## src/design/pmt_pkg.sv

```systemverilog
// ----------------------------------------------------------------------------
// pmt_pkg: shared types and constants for the program map section parser
// Holds the parse phase encoding, header and result records, and the
// result builder used by the parse core.
// ----------------------------------------------------------------------------
package pmt_pkg;

  // Result queue depth; a power of two so the pointers wrap on their own.
  localparam int QDEPTH = 4;
  localparam int QPTR_W = $clog2(QDEPTH);
  localparam int QCNT_W = $clog2(QDEPTH + 1);

  localparam logic [7:0] TELETEXT_TAG_RESET = 8'h56;

  // Header byte positions within the section
  localparam logic [11:0] OFS_LEN_HI  = 12'd1;
  localparam logic [11:0] OFS_LEN_LO  = 12'd2;
  localparam logic [11:0] OFS_PROG_HI = 12'd3;
  localparam logic [11:0] OFS_PROG_LO = 12'd4;
  localparam logic [11:0] OFS_VERSION = 12'd5;
  localparam logic [11:0] OFS_SECTION = 12'd6;
  localparam logic [11:0] OFS_LAST    = 12'd7;
  localparam logic [11:0] OFS_PCR_HI  = 12'd8;
  localparam logic [11:0] OFS_PCR_LO  = 12'd9;
  localparam logic [11:0] OFS_PIL_HI  = 12'd10;
  localparam logic [11:0] OFS_MAX     = 12'hFFF;

  localparam logic KIND_ENTRY   = 1'b0;
  localparam logic KIND_SUMMARY = 1'b1;

  typedef enum logic [8:0] {
    PH_IDLE    = 9'b000000001,
    PH_HEADER  = 9'b000000010,
    PH_TYPE    = 9'b000000100,
    PH_PID_HI  = 9'b000001000,
    PH_PID_LO  = 9'b000010000,
    PH_LEN_HI  = 9'b000100000,
    PH_LEN_LO  = 9'b001000000,
    PH_DESC    = 9'b010000000,
    PH_SKIP    = 9'b100000000
  } phase_t;

  typedef struct packed {
    logic [7:0]  tbl_id;
    logic [15:0] prog_num;
    logic [4:0]  ver_num;
    logic        current_next;
    logic [7:0]  sec_num;
    logic [7:0]  last_sec_num;
    logic [12:0] pcr_pid;
  } hdr_t;

  typedef struct packed {
    logic        item_kind;
    logic [7:0]  type_or_tid;
    logic [12:0] pid;
    logic [11:0] info_length;
    logic [15:0] prog_num;
    logic [4:0]  ver_num;
    logic        current_next;
    logic [7:0]  sec_num;
    logic [7:0]  last_sec_num;
    logic [11:0] sect_len;
    logic [7:0]  stream_count;
    logic        teletext_found;
  } result_t;

  // Results produced by one parsed byte: first alone, or an entry then a summary
  typedef struct packed {
    logic    first;
    logic    second;
    result_t a;
    result_t b;
  } push_t;

  function automatic result_t make_result(
    input logic        kind,
    input logic [7:0]  id,
    input logic [12:0] pid,
    input logic [11:0] len,
    input hdr_t        h,
    input logic [11:0] sec_len,
    input logic [7:0]  count,
    input logic        tt
  );
    result_t r;
    r.item_kind      = kind;
    r.type_or_tid    = id;
    r.pid            = pid;
    r.info_length    = len;
    r.prog_num       = h.prog_num;
    r.ver_num        = h.ver_num;
    r.current_next   = h.current_next;
    r.sec_num        = h.sec_num;
    r.last_sec_num   = h.last_sec_num;
    r.sect_len       = sec_len;
    r.stream_count   = count;
    r.teletext_found = tt;
    return r;
  endfunction

endpackage

```

## src/design/pmt_parse_core.sv

```systemverilog
// ----------------------------------------------------------------------------
// pmt_parse_core: section parse state and per-byte decode
// Consumes one registered byte per fire and produces up to two results.
// ----------------------------------------------------------------------------
module pmt_parse_core (
  input  logic                clk,
  input  logic                rst,
  input  logic                cfg_we,
  input  logic [7:0]          cfg_data,
  input  logic                fire,
  input  logic [7:0]          data_byte,
  input  logic                section_start,
  output pmt_pkg::push_t      push
);

  logic [7:0]       tag;
  pmt_pkg::phase_t  phase, phase_next;
  logic [11:0]      offset, offset_next;
  logic [11:0]      total_len, total_len_next;
  logic [11:0]      pil, pil_next;
  pmt_pkg::hdr_t    hdr, hdr_next;
  logic [7:0]       ent_type, ent_type_next;
  logic [12:0]      ent_pid, ent_pid_next;
  logic [11:0]      skip, skip_next;
  logic [7:0]       count, count_next;
  logic             tt, tt_next;

  logic [11:0]      pil_full;
  logic [11:0]      es_len;
  logic [11:0]      skip_dec;
  logic [7:0]       count_inc;
  logic             tt_new;

  assign pil_full  = {pil[11:8], data_byte};
  assign es_len    = {skip[11:8], data_byte};
  assign skip_dec  = skip - 12'd1;
  assign count_inc = (count == 8'hFF) ? count : count + 8'd1;
  assign tt_new    = tt | (data_byte == tag);

  always_comb begin
    phase_next     = phase;
    offset_next    = offset;
    total_len_next = total_len;
    pil_next       = pil;
    hdr_next       = hdr;
    ent_type_next  = ent_type;
    ent_pid_next   = ent_pid;
    skip_next      = skip;
    count_next     = count;
    tt_next        = tt;
    push           = '0;

    if (fire) begin
      if (section_start) begin
        hdr_next          = '0;
        hdr_next.tbl_id   = data_byte;
        total_len_next    = '0;
        pil_next          = '0;
        ent_type_next     = '0;
        ent_pid_next      = '0;
        skip_next         = '0;
        count_next        = '0;
        tt_next           = 1'b0;
        offset_next       = 12'd1;
        phase_next        = pmt_pkg::PH_HEADER;
      end else if (phase != pmt_pkg::PH_IDLE) begin
        offset_next = (offset == pmt_pkg::OFS_MAX) ? offset : offset + 12'd1;
        case (phase)
          pmt_pkg::PH_HEADER: begin
            case (offset)
              pmt_pkg::OFS_LEN_HI:  total_len_next = {data_byte[3:0], 8'h00};
              pmt_pkg::OFS_LEN_LO:  total_len_next = {total_len[11:8], data_byte};
              pmt_pkg::OFS_PROG_HI: hdr_next.prog_num = {data_byte, 8'h00};
              pmt_pkg::OFS_PROG_LO: begin
                hdr_next.prog_num = {hdr.prog_num[15:8], data_byte};
              end
              pmt_pkg::OFS_VERSION: begin
                hdr_next.ver_num      = data_byte[5:1];
                hdr_next.current_next = data_byte[0];
              end
              pmt_pkg::OFS_SECTION: hdr_next.sec_num = data_byte;
              pmt_pkg::OFS_LAST:    hdr_next.last_sec_num = data_byte;
              pmt_pkg::OFS_PCR_HI:  hdr_next.pcr_pid = {data_byte[4:0], 8'h00};
              pmt_pkg::OFS_PCR_LO:  hdr_next.pcr_pid = {hdr.pcr_pid[12:8], data_byte};
              pmt_pkg::OFS_PIL_HI:  pil_next = {data_byte[3:0], 8'h00};
              default: begin
                // Last header byte: first entry would start at 12 + program info
                pil_next = pil_full;
                if (({1'b0, pil_full} + 13'd13) >= {1'b0, total_len}) begin
                  push.first = 1'b1;
                  push.a     = pmt_pkg::make_result(pmt_pkg::KIND_SUMMARY, hdr.tbl_id,
                                 hdr.pcr_pid, pil_full, hdr, total_len, count, tt);
                  phase_next = pmt_pkg::PH_IDLE;
                end else if (pil_full == 12'd0) begin
                  phase_next = pmt_pkg::PH_TYPE;
                end else begin
                  skip_next  = pil_full;
                  phase_next = pmt_pkg::PH_SKIP;
                end
              end
            endcase
          end
          pmt_pkg::PH_TYPE: begin
            ent_type_next = data_byte;
            phase_next    = pmt_pkg::PH_PID_HI;
          end
          pmt_pkg::PH_PID_HI: begin
            ent_pid_next = {data_byte[4:0], 8'h00};
            phase_next   = pmt_pkg::PH_PID_LO;
          end
          pmt_pkg::PH_PID_LO: begin
            ent_pid_next = {ent_pid[12:8], data_byte};
            phase_next   = pmt_pkg::PH_LEN_HI;
          end
          pmt_pkg::PH_LEN_HI: begin
            skip_next  = {data_byte[3:0], 8'h00};
            phase_next = pmt_pkg::PH_LEN_LO;
          end
          pmt_pkg::PH_LEN_LO: begin
            skip_next  = es_len;
            count_next = count_inc;
            push.first = 1'b1;
            push.a     = pmt_pkg::make_result(pmt_pkg::KIND_ENTRY, ent_type, ent_pid,
                           es_len, hdr, total_len, count_inc, tt);
            if (es_len == 12'd0) begin
              phase_next = pmt_pkg::PH_TYPE;
              // No descriptors: loop ends here if the next entry would not fit
              if (({1'b0, offset} + 13'd2) >= {1'b0, total_len}) begin
                push.second = 1'b1;
                push.b      = pmt_pkg::make_result(pmt_pkg::KIND_SUMMARY, hdr.tbl_id,
                                hdr.pcr_pid, pil, hdr, total_len, count_inc, tt);
                phase_next  = pmt_pkg::PH_IDLE;
              end
            end else begin
              phase_next = pmt_pkg::PH_DESC;
            end
          end
          pmt_pkg::PH_DESC: begin
            tt_next    = tt_new;
            skip_next  = skip_dec;
            phase_next = (skip_dec != 12'd0) ? pmt_pkg::PH_SKIP : pmt_pkg::PH_TYPE;
            if (({1'b0, offset} + {1'b0, skip} + 13'd1) >= {1'b0, total_len}) begin
              push.first = 1'b1;
              push.a     = pmt_pkg::make_result(pmt_pkg::KIND_SUMMARY, hdr.tbl_id,
                             hdr.pcr_pid, pil, hdr, total_len, count, tt_new);
              phase_next = pmt_pkg::PH_IDLE;
            end
          end
          pmt_pkg::PH_SKIP: begin
            skip_next = skip_dec;
            if (skip_dec == 12'd0) begin
              phase_next = pmt_pkg::PH_TYPE;
            end
          end
          default: phase_next = phase;
        endcase
      end
    end
  end

  always_ff @(posedge clk) begin
    if (rst) begin
      tag    <= pmt_pkg::TELETEXT_TAG_RESET;
      phase  <= pmt_pkg::PH_IDLE;
      offset <= '0;
      count  <= '0;
      tt     <= 1'b0;
    end else begin
      if (cfg_we) begin
        tag <= cfg_data;
      end
      phase  <= phase_next;
      offset <= offset_next;
      count  <= count_next;
      tt     <= tt_next;
    end
  end

  always_ff @(posedge clk) begin
    total_len <= total_len_next;
    pil       <= pil_next;
    hdr       <= hdr_next;
    ent_type  <= ent_type_next;
    ent_pid   <= ent_pid_next;
    skip      <= skip_next;
  end

  a_summary_idles: assert property (@(posedge clk) disable iff (rst)
    (push.second || (push.first && push.a.item_kind == pmt_pkg::KIND_SUMMARY))
    |=> phase == pmt_pkg::PH_IDLE)
    else $error("summary issued but parser did not go idle");

  a_quiet_bytes: assert property (@(posedge clk) disable iff (rst)
    (phase == pmt_pkg::PH_IDLE || (fire && section_start)) |-> !push.first)
    else $error("result produced while idle or on section start");

  a_pair_order: assert property (@(posedge clk) disable iff (rst)
    push.second |-> (push.first && push.a.item_kind == pmt_pkg::KIND_ENTRY &&
                     push.b.item_kind == pmt_pkg::KIND_SUMMARY))
    else $error("second result is not a summary after an entry");

endmodule

```

## src/design/pmt_result_queue.sv

```systemverilog
// ----------------------------------------------------------------------------
// pmt_result_queue: small result queue with two write slots per cycle
// Decouples the parse core from output backpressure.
// ----------------------------------------------------------------------------
module pmt_result_queue (
  input  logic                 clk,
  input  logic                 rst,
  input  pmt_pkg::push_t       push,
  output logic                 room,
  output logic                 out_valid,
  input  logic                 out_ready,
  output pmt_pkg::result_t     out_item
);

  pmt_pkg::result_t             mem [pmt_pkg::QDEPTH];
  logic [pmt_pkg::QPTR_W-1:0]   wp;
  logic [pmt_pkg::QPTR_W-1:0]   rp;
  logic [pmt_pkg::QCNT_W-1:0]   count;
  logic                         pop;

  assign out_valid = (count != '0);
  assign pop       = out_valid && out_ready;
  assign out_item  = mem[rp];
  // Keep space for a full pair of results
  assign room      = (count <= pmt_pkg::QCNT_W'(pmt_pkg::QDEPTH - 2));

  always_ff @(posedge clk) begin
    if (push.first) begin
      mem[wp] <= push.a;
    end
    if (push.second) begin
      mem[wp + pmt_pkg::QPTR_W'(1)] <= push.b;
    end
  end

  always_ff @(posedge clk) begin
    if (rst) begin
      wp    <= '0;
      rp    <= '0;
      count <= '0;
    end else begin
      wp    <= wp + pmt_pkg::QPTR_W'(push.first) + pmt_pkg::QPTR_W'(push.second);
      rp    <= rp + pmt_pkg::QPTR_W'(pop);
      count <= count + pmt_pkg::QCNT_W'(push.first) + pmt_pkg::QCNT_W'(push.second)
               - pmt_pkg::QCNT_W'(pop);
    end
  end

  a_push_fits: assert property (@(posedge clk) disable iff (rst)
    push.first |-> count <= pmt_pkg::QCNT_W'(pmt_pkg::QDEPTH - 2))
    else $error("push into queue without room for a pair");

  a_count_bound: assert property (@(posedge clk) disable iff (rst)
    count <= pmt_pkg::QCNT_W'(pmt_pkg::QDEPTH))
    else $error("queue count beyond depth");

endmodule

```

## src/design/pmt_section_parser.sv

```systemverilog
// ----------------------------------------------------------------------------
// pmt_section_parser: byte-serial MPEG-TS program map section parser
// Registers each byte, decodes it against the section state, and queues
// stream entry and section summary results for the output channel.
// ----------------------------------------------------------------------------
// Path: the byte that completes a result is accepted into the input register;
//   when the core consumes it, the result is written into the result queue.
// Throughput: 1 byte per cycle sustained; the input stalls only while the
//   four-entry result queue holds more than two results.
// Reset: synchronous; the parser idles until a section start byte, the
//   teletext tag returns to 0x56 and the result queue empties.
module pmt_section_parser (
  input  logic        clk,
  input  logic        rst,
  // configuration
  input  logic        cfg_we,
  input  logic [7:0]  cfg_data,
  // byte request channel
  input  logic        in_valid,
  output logic        in_ready,
  input  logic [7:0]  data_byte,
  input  logic        section_start,
  // result request channel
  output logic        out_valid,
  input  logic        out_ready,
  output logic        item_kind,
  output logic [7:0]  type_or_tid,
  output logic [12:0] pid,
  output logic [11:0] info_length,
  output logic [15:0] prog_num,
  output logic [4:0]  ver_num,
  output logic        current_next,
  output logic [7:0]  sec_num,
  output logic [7:0]  last_sec_num,
  output logic [11:0] sect_len,
  output logic [7:0]  stream_count,
  output logic        teletext_found
);

  // Input register: holds one accepted byte until the core consumes it
  logic               s_valid;
  logic [7:0]         s_byte;
  logic               s_start;

  logic               room;
  logic               fire;
  logic               in_take;
  pmt_pkg::push_t     push;
  pmt_pkg::result_t   out_item;

  // Advance the held byte whenever the queue can absorb a pair of results
  assign fire     = s_valid && room;
  assign in_ready = !s_valid || room;
  assign in_take  = in_valid && in_ready;

  always_ff @(posedge clk) begin
    if (rst) begin
      s_valid <= 1'b0;
    end else if (in_take) begin
      s_valid <= 1'b1;
    end else if (fire) begin
      s_valid <= 1'b0;
    end
  end

  always_ff @(posedge clk) begin
    if (in_take) begin
      s_byte  <= data_byte;
      s_start <= section_start;
    end
  end

  // Header capture, entry decode, descriptor skip and loop end detection
  pmt_parse_core u_core (
    .clk           (clk),
    .rst           (rst),
    .cfg_we        (cfg_we),
    .cfg_data      (cfg_data),
    .fire          (fire),
    .data_byte     (s_byte),
    .section_start (s_start),
    .push          (push)
  );

  // Results wait here for the downstream side
  pmt_result_queue u_queue (
    .clk       (clk),
    .rst       (rst),
    .push      (push),
    .room      (room),
    .out_valid (out_valid),
    .out_ready (out_ready),
    .out_item  (out_item)
  );

  assign item_kind      = out_item.item_kind;
  assign type_or_tid    = out_item.type_or_tid;
  assign pid            = out_item.pid;
  assign info_length    = out_item.info_length;
  assign prog_num       = out_item.prog_num;
  assign ver_num        = out_item.ver_num;
  assign current_next   = out_item.current_next;
  assign sec_num        = out_item.sec_num;
  assign last_sec_num   = out_item.last_sec_num;
  assign sect_len       = out_item.sect_len;
  assign stream_count   = out_item.stream_count;
  assign teletext_found = out_item.teletext_found;

endmodule

```

## config.mk

```make
export PLATFORM = sky130hd
export DESIGN_NAME = pmt_section_parser
export DESIGN_NICKNAME = d
export VERILOG_FILES = /design/src/design/pmt_pkg.sv /design/src/design/pmt_parse_core.sv /design/src/design/pmt_result_queue.sv /design/src/design/pmt_section_parser.sv
export SDC_FILE = /design/constraint.sdc
export NUM_CORES = 1
export LEC_CHECK = 0
export BUFFER_PORTS_ARGS = -buffer_cell sky130_fd_sc_hd__buf_4
export CAP_MARGIN = 40
export CORE_ASPECT_RATIO = 0.75
export CORE_MARGIN = 5
export CORE_UTILIZATION = 56
export CTS_CLUSTER_DIAMETER = 150
export CTS_CLUSTER_SIZE = 25
export DETAILED_ROUTE_END_ITERATION = 8
export HOLD_SLACK_MARGIN = 0.05
export PLACE_DENSITY = 0.87
export SYNTH_ARGS = -nofsm -noshare
export SYNTH_HDL_FRONTEND = slang
export SYNTH_HIERARCHICAL = 1
export SYNTH_SLANG_ARGS = --single-unit
```

## constraint.sdc

```tcl
create_clock -name clk -period 11.9 [get_ports clk]
set_clock_uncertainty 0.15 [all_clocks]
set_input_delay 1.785 -clock clk [delete_from_list [all_inputs] [get_ports clk]]
set_output_delay 1.785 -clock clk [all_outputs]
set_load 0.02 [all_outputs]
```

==> results.rst <==
.. list-table::
   :header-rows: 1

   * - Metric
     - Value
   * - Status
     - completed
   * - Ordered cell list for the critical path
     - inv_1 > ha_1 > inv_1 > fa_1 > a211oi_1 > o21a_1 > o31ai_1 > o21a_1 > nor2_1 > xnor2_1 > ha_1 > a21oi_1 > nand2_1 > nand2_1 > a31oi_1 > o21ba_2 > o21bai_4 > nand2_1 > inv_1 > o31ai_4 > buf_4 > buf_4
   * - Antenna violation net count after detailed routing
     - 0
   * - Final min period
     - 6.82 ns
   * - Share of Yosys cell area claimed by the top area cell type
     - 0.523
   * - Hold Vio Cnt, Final
     - 0
   * - IO Pins
     - 117
   * - Multiplexer share of the synthesized area
     - 0.224
   * - Part of the power in the clock network
     - 0.275
   * - Routability cong.
     - 0.957
   * - Dominant combinational cell family by area after synthesis
     - multiplexers
   * - Mapped cell area
     - 28500 sq um
   * - Clock transition time at the flip-flop clock pins of the worst setup and hold paths
     - 0.10 ns
   * - Final count of negative-setup-slack endpoints
     - 0
   * - Post-layout net count
     - 2177
   * - Slew at the pin closest to its max-slew limit
     - 0.920 ns
   * - Antenna violations before repair
     - 1
   * - Total DRC errors in the routed layout
     - 0
   * - Global-route wire length before repair
     - 112 mm
   * - Clock insertion delay at the later pin of the skew report
     - 0.60 ns
   * - Commonest cells after routing, fill and taps aside
     - sky130_fd_sc_hd__edfxtp_1 (497), sky130_fd_sc_hd__mux2_2 (373), sky130_fd_sc_hd__nor2_1 (170), sky130_fd_sc_hd__buf_4 (149), sky130_fd_sc_hd__mux4_2 (93)
   * - Via density per instance
     - 6.57
   * - Share of the core filled with cells
     - 0.614
   * - Routed wire per std cell
     - 26.4 um
   * - CTS tree
     - built
   * - Post-synthesis compound-gate area fraction
     - 0.0584
   * - Cell leakage power
     - 10.3 nW
   * - Number of buffers inserted to repair setup after CTS
     - 0
   * - Final cycle utilization of the critical path
     - 0.573
   * - Top FF cell, synth
     - sky130_fd_sc_hd__edfxtp_1
   * - Antenna fix cells
     - 0
   * - Number of H-tree levels
     - 1
   * - FFs w/ async S/R, synth
     - 0
   * - Number of cells on the worst hold path
     - 2
   * - Peak Freq
     - 147 MHz
   * - Inserted Clock Buffers
     - 25
   * - Post-synthesis area per instance
     - 14.0 sq um
   * - CP max FO
     - 48
   * - Pin count of the biggest net entering global routing
     - 64
   * - Xor and xnor area share after synthesis
     - 0.0187
   * - Sw Ratio
     - 0.254
   * - Count of input and output buffers
     - 116
   * - Clk sink count
     - 543
   * - Type of origin of the critical path
     - flip-flop
   * - Relative slew margins
     - 0.382
   * - Critical path data arrival time
     - 6.92 ns
   * - Post-synthesis cell type count
     - 82
   * - Leading cell type in the layout, fill and taps excluded
     - sky130_fd_sc_hd__edfxtp_1
   * - Class of the worst hold path
     - flip-flop to flip-flop
   * - Cell types with the largest area share after synthesis
     - sky130_fd_sc_hd__edfxtp_1 (52%), sky130_fd_sc_hd__mux2_2 (15%), sky130_fd_sc_hd__mux4_2 (7.3%)
   * - Layout-stage area growth over the synthesis result
     - 8.32%
   * - Net Switching
     - 924 uW
   * - Count of hold buffers inserted by post-cts repair
     - 0
   * - Total count of max-transition violations in the final report
     - 0
   * - Share of layout cells above drive strength 1
     - 0.325
   * - Comb pwr share
     - 0.127
   * - Internal power consumption
     - 2.71 mW
   * - Simple-gate portion of the synthesized area
     - 0.0858
   * - Data required time at the worst endpoint
     - 11.99 ns
   * - Number of enable flip-flop cells after synthesis
     - 497
   * - Crit path kind
     - flip-flop to flip-flop
   * - Drt first-iter violations
     - 2594
   * - Vertical die dimension
     - 205 um
   * - Worst IR Drop VDD
     - 0.000121 V
   * - Register bit total from synthesis
     - 543
   * - Count of mapped cells out of synthesis
     - 2042
   * - Area of the die
     - 55600 sq um
   * - Total via count after detailed routing
     - 18.2k
   * - Number of global-route vias before repair
     - 18.6k
   * - Global-route usage over all layers
     - 0.257
   * - Post-DP HPWL
     - 45.9 mm
   * - CTS root buffer
     - sky130_fd_sc_hd__clkbuf_16
   * - Largest area contributor in the synthesized netlist
     - sky130_fd_sc_hd__edfxtp_1
   * - Sequential fraction of the synthesis area
     - 0.556
   * - Synthesized Nets
     - 2129
   * - Die Wd
     - 271 um
   * - First-pass DRT Iterations
     - 6
   * - Row Count
     - 71
   * - Fraction of the mapped netlist area in adder cells
     - 0.0296
   * - Number of cells upsized or downsized after cts
     - 0
   * - Ys Warns
     - 6
   * - Placeable core region
     - 50300 sq um
   * - Starting utilization of the core area
     - 0.567
   * - Crit path setup slack, layout
     - 5.08 ns
   * - Master of the slowest instance on the critical path
     - sky130_fd_sc_hd__buf_4
   * - Path depth of the worst reg2reg path
     - 22
   * - Max Cap Violations
     - 0
   * - Grt ovf
     - 0
   * - Peak per-stage delay on the critical path
     - 0.76 ns
   * - Unrepaired setup endpoints after global routing
     - false
   * - Power density of the placed cells
     - 118 nW/um^2
   * - Sum of negative setup slack
     - 0 ns
   * - WL final
     - 73.1 mm
   * - Sequential cell fraction of total power
     - 0.598
   * - Kind of capture point of the worst setup path
     - flip-flop
   * - Max Root-Sink Buffers
     - 3
   * - Pre-CTS setup slack
     - 5.22 ns
==> flip-flops by register name, indices dropped and copies added, names as in the netlist, 2 cells and up <==
name              count
u_queue/mem         372
u_core/skip          12
u_queue/wp            2
u_core/ent_pid       13
u_core/hdr           59
u_core/offset        12
u_core/pil           12
u_core/ent_type       8
u_core/phase          9
u_core/tag            8
u_queue/count         3
u_core/count          8
u_queue/rp            2
u_core/total_len     12
s_byte                8
==> power groups by stage <==
stage          Combinational (mW)  Sequential (mW)  Clock, mW
6_report                    0.463             2.17      0.999
5_1_grt                     0.497             2.18       1.07
4_1_cts                     0.462             2.17       1.01
3_5_place_dp                0.459             2.21          0
3_3_place_gp                0.393             2.25          0
2_1_floorplan               0.343             2.16          0
==> logic make-up (layout without fill, tap and decap cells) <==
kind of cell    Yosys count  count (layout)
mux                     474             474
fa+ha+maj                65              65
simple gates            477             477
compound gates          239             239
xor+xnor                 61              61
buf+inv                 183             250
flops                   543             543
==> worst max-delay path: cells and delay by family, from the launching register on <==
kind	cells	cell delay, ns
XOR/XNOR	1	0.08
adder cells (fa/ha/maj)	3	0.89
AO/OA/AOI/OAI	9	2.66
flip-flops	1	0.50
AND/OR/NAND/NOR	4	0.37
buffers and inverters	5	1.71
==> area by class of cell <==
class	count	area, sq um
fill	3597	19400
sequential	543	15900
multi-input combinational	1316	12000
timing repair buffer	159	1370
tap	657	822
clock buffer	44	697
inverter	45	169
clock inverter	2	28.8
==> path summary, 6_finish.rpt <==
check / to / startpoint / slack, ns
setup reg to reg: u_queue/mem[0][28] / u_core/skip[0] / 5.08
setup / recovery: u_queue/mem[0][28] / u_core/skip[0] / 5.08
hold / removal: s_valid / s_valid / 0.38
hold reg to reg: s_valid / s_valid / 0.38
==> metrics by stage <==
step | total power [mW] | std cells | area, sq um | hold WS (ns)
floorplan | 2.51 | 2042 | 28500 | 0.274
global placement | 2.64 | 2704 | 29900 | 0.349
detailed placement | 2.67 | 2720 | 30200 | 0.367
CTS | 3.64 | 2766 | 30900 | 0.385
global route | 3.75 | 2766 | 30900 | 0.402
finish | 3.63 | 2766 | 30900 | 0.380
==> Yosys cell counts, types with 4 or more instances <==
master                      number
sky130_fd_sc_hd__a2111oi_0       5
sky130_fd_sc_hd__a211o_1         8
sky130_fd_sc_hd__a21boi_0       41
sky130_fd_sc_hd__a21o_1         10
sky130_fd_sc_hd__a21oi_1        57
sky130_fd_sc_hd__a22o_1         24
sky130_fd_sc_hd__a22oi_1        13
sky130_fd_sc_hd__a31oi_1         6
sky130_fd_sc_hd__and2_1         76
sky130_fd_sc_hd__and3_1         11
sky130_fd_sc_hd__and4_1          5
sky130_fd_sc_hd__buf_1           9
sky130_fd_sc_hd__buf_2          59
sky130_fd_sc_hd__buf_4           9
sky130_fd_sc_hd__clkbuf_1       59
sky130_fd_sc_hd__dfxtp_1        46
sky130_fd_sc_hd__edfxtp_1      497
sky130_fd_sc_hd__fa_1            4
sky130_fd_sc_hd__ha_1           61
sky130_fd_sc_hd__inv_1          43
sky130_fd_sc_hd__mux2_2        373
sky130_fd_sc_hd__mux2i_1         8
sky130_fd_sc_hd__mux4_2         93
sky130_fd_sc_hd__nand2_1        56
sky130_fd_sc_hd__nand2b_1       10
sky130_fd_sc_hd__nand3_1        30
sky130_fd_sc_hd__nand3b_1        6
sky130_fd_sc_hd__nand4_1        11
sky130_fd_sc_hd__nor2_1        171
sky130_fd_sc_hd__nor2b_1        16
sky130_fd_sc_hd__nor3_1         33
sky130_fd_sc_hd__nor4_1         15
sky130_fd_sc_hd__o21a_1          6
sky130_fd_sc_hd__o21ai_0        25
sky130_fd_sc_hd__o21bai_1        6
sky130_fd_sc_hd__o22ai_1         9
sky130_fd_sc_hd__or3_1          11
sky130_fd_sc_hd__xnor2_1        29
sky130_fd_sc_hd__xor2_1         32
==> metal layers <==
metal  share of wire  track usage  up-vias  wire, um
met3            0.10       0.0435      158      7470
met1            0.39        0.360     9011     28800
met5         0.00023            0        -        17
li1                -            -     7891         -
met4           0.030       0.0688        2      2160
met2            0.47        0.424     1102     34600
No activity file was read; power rests on OpenSTA's default activity.
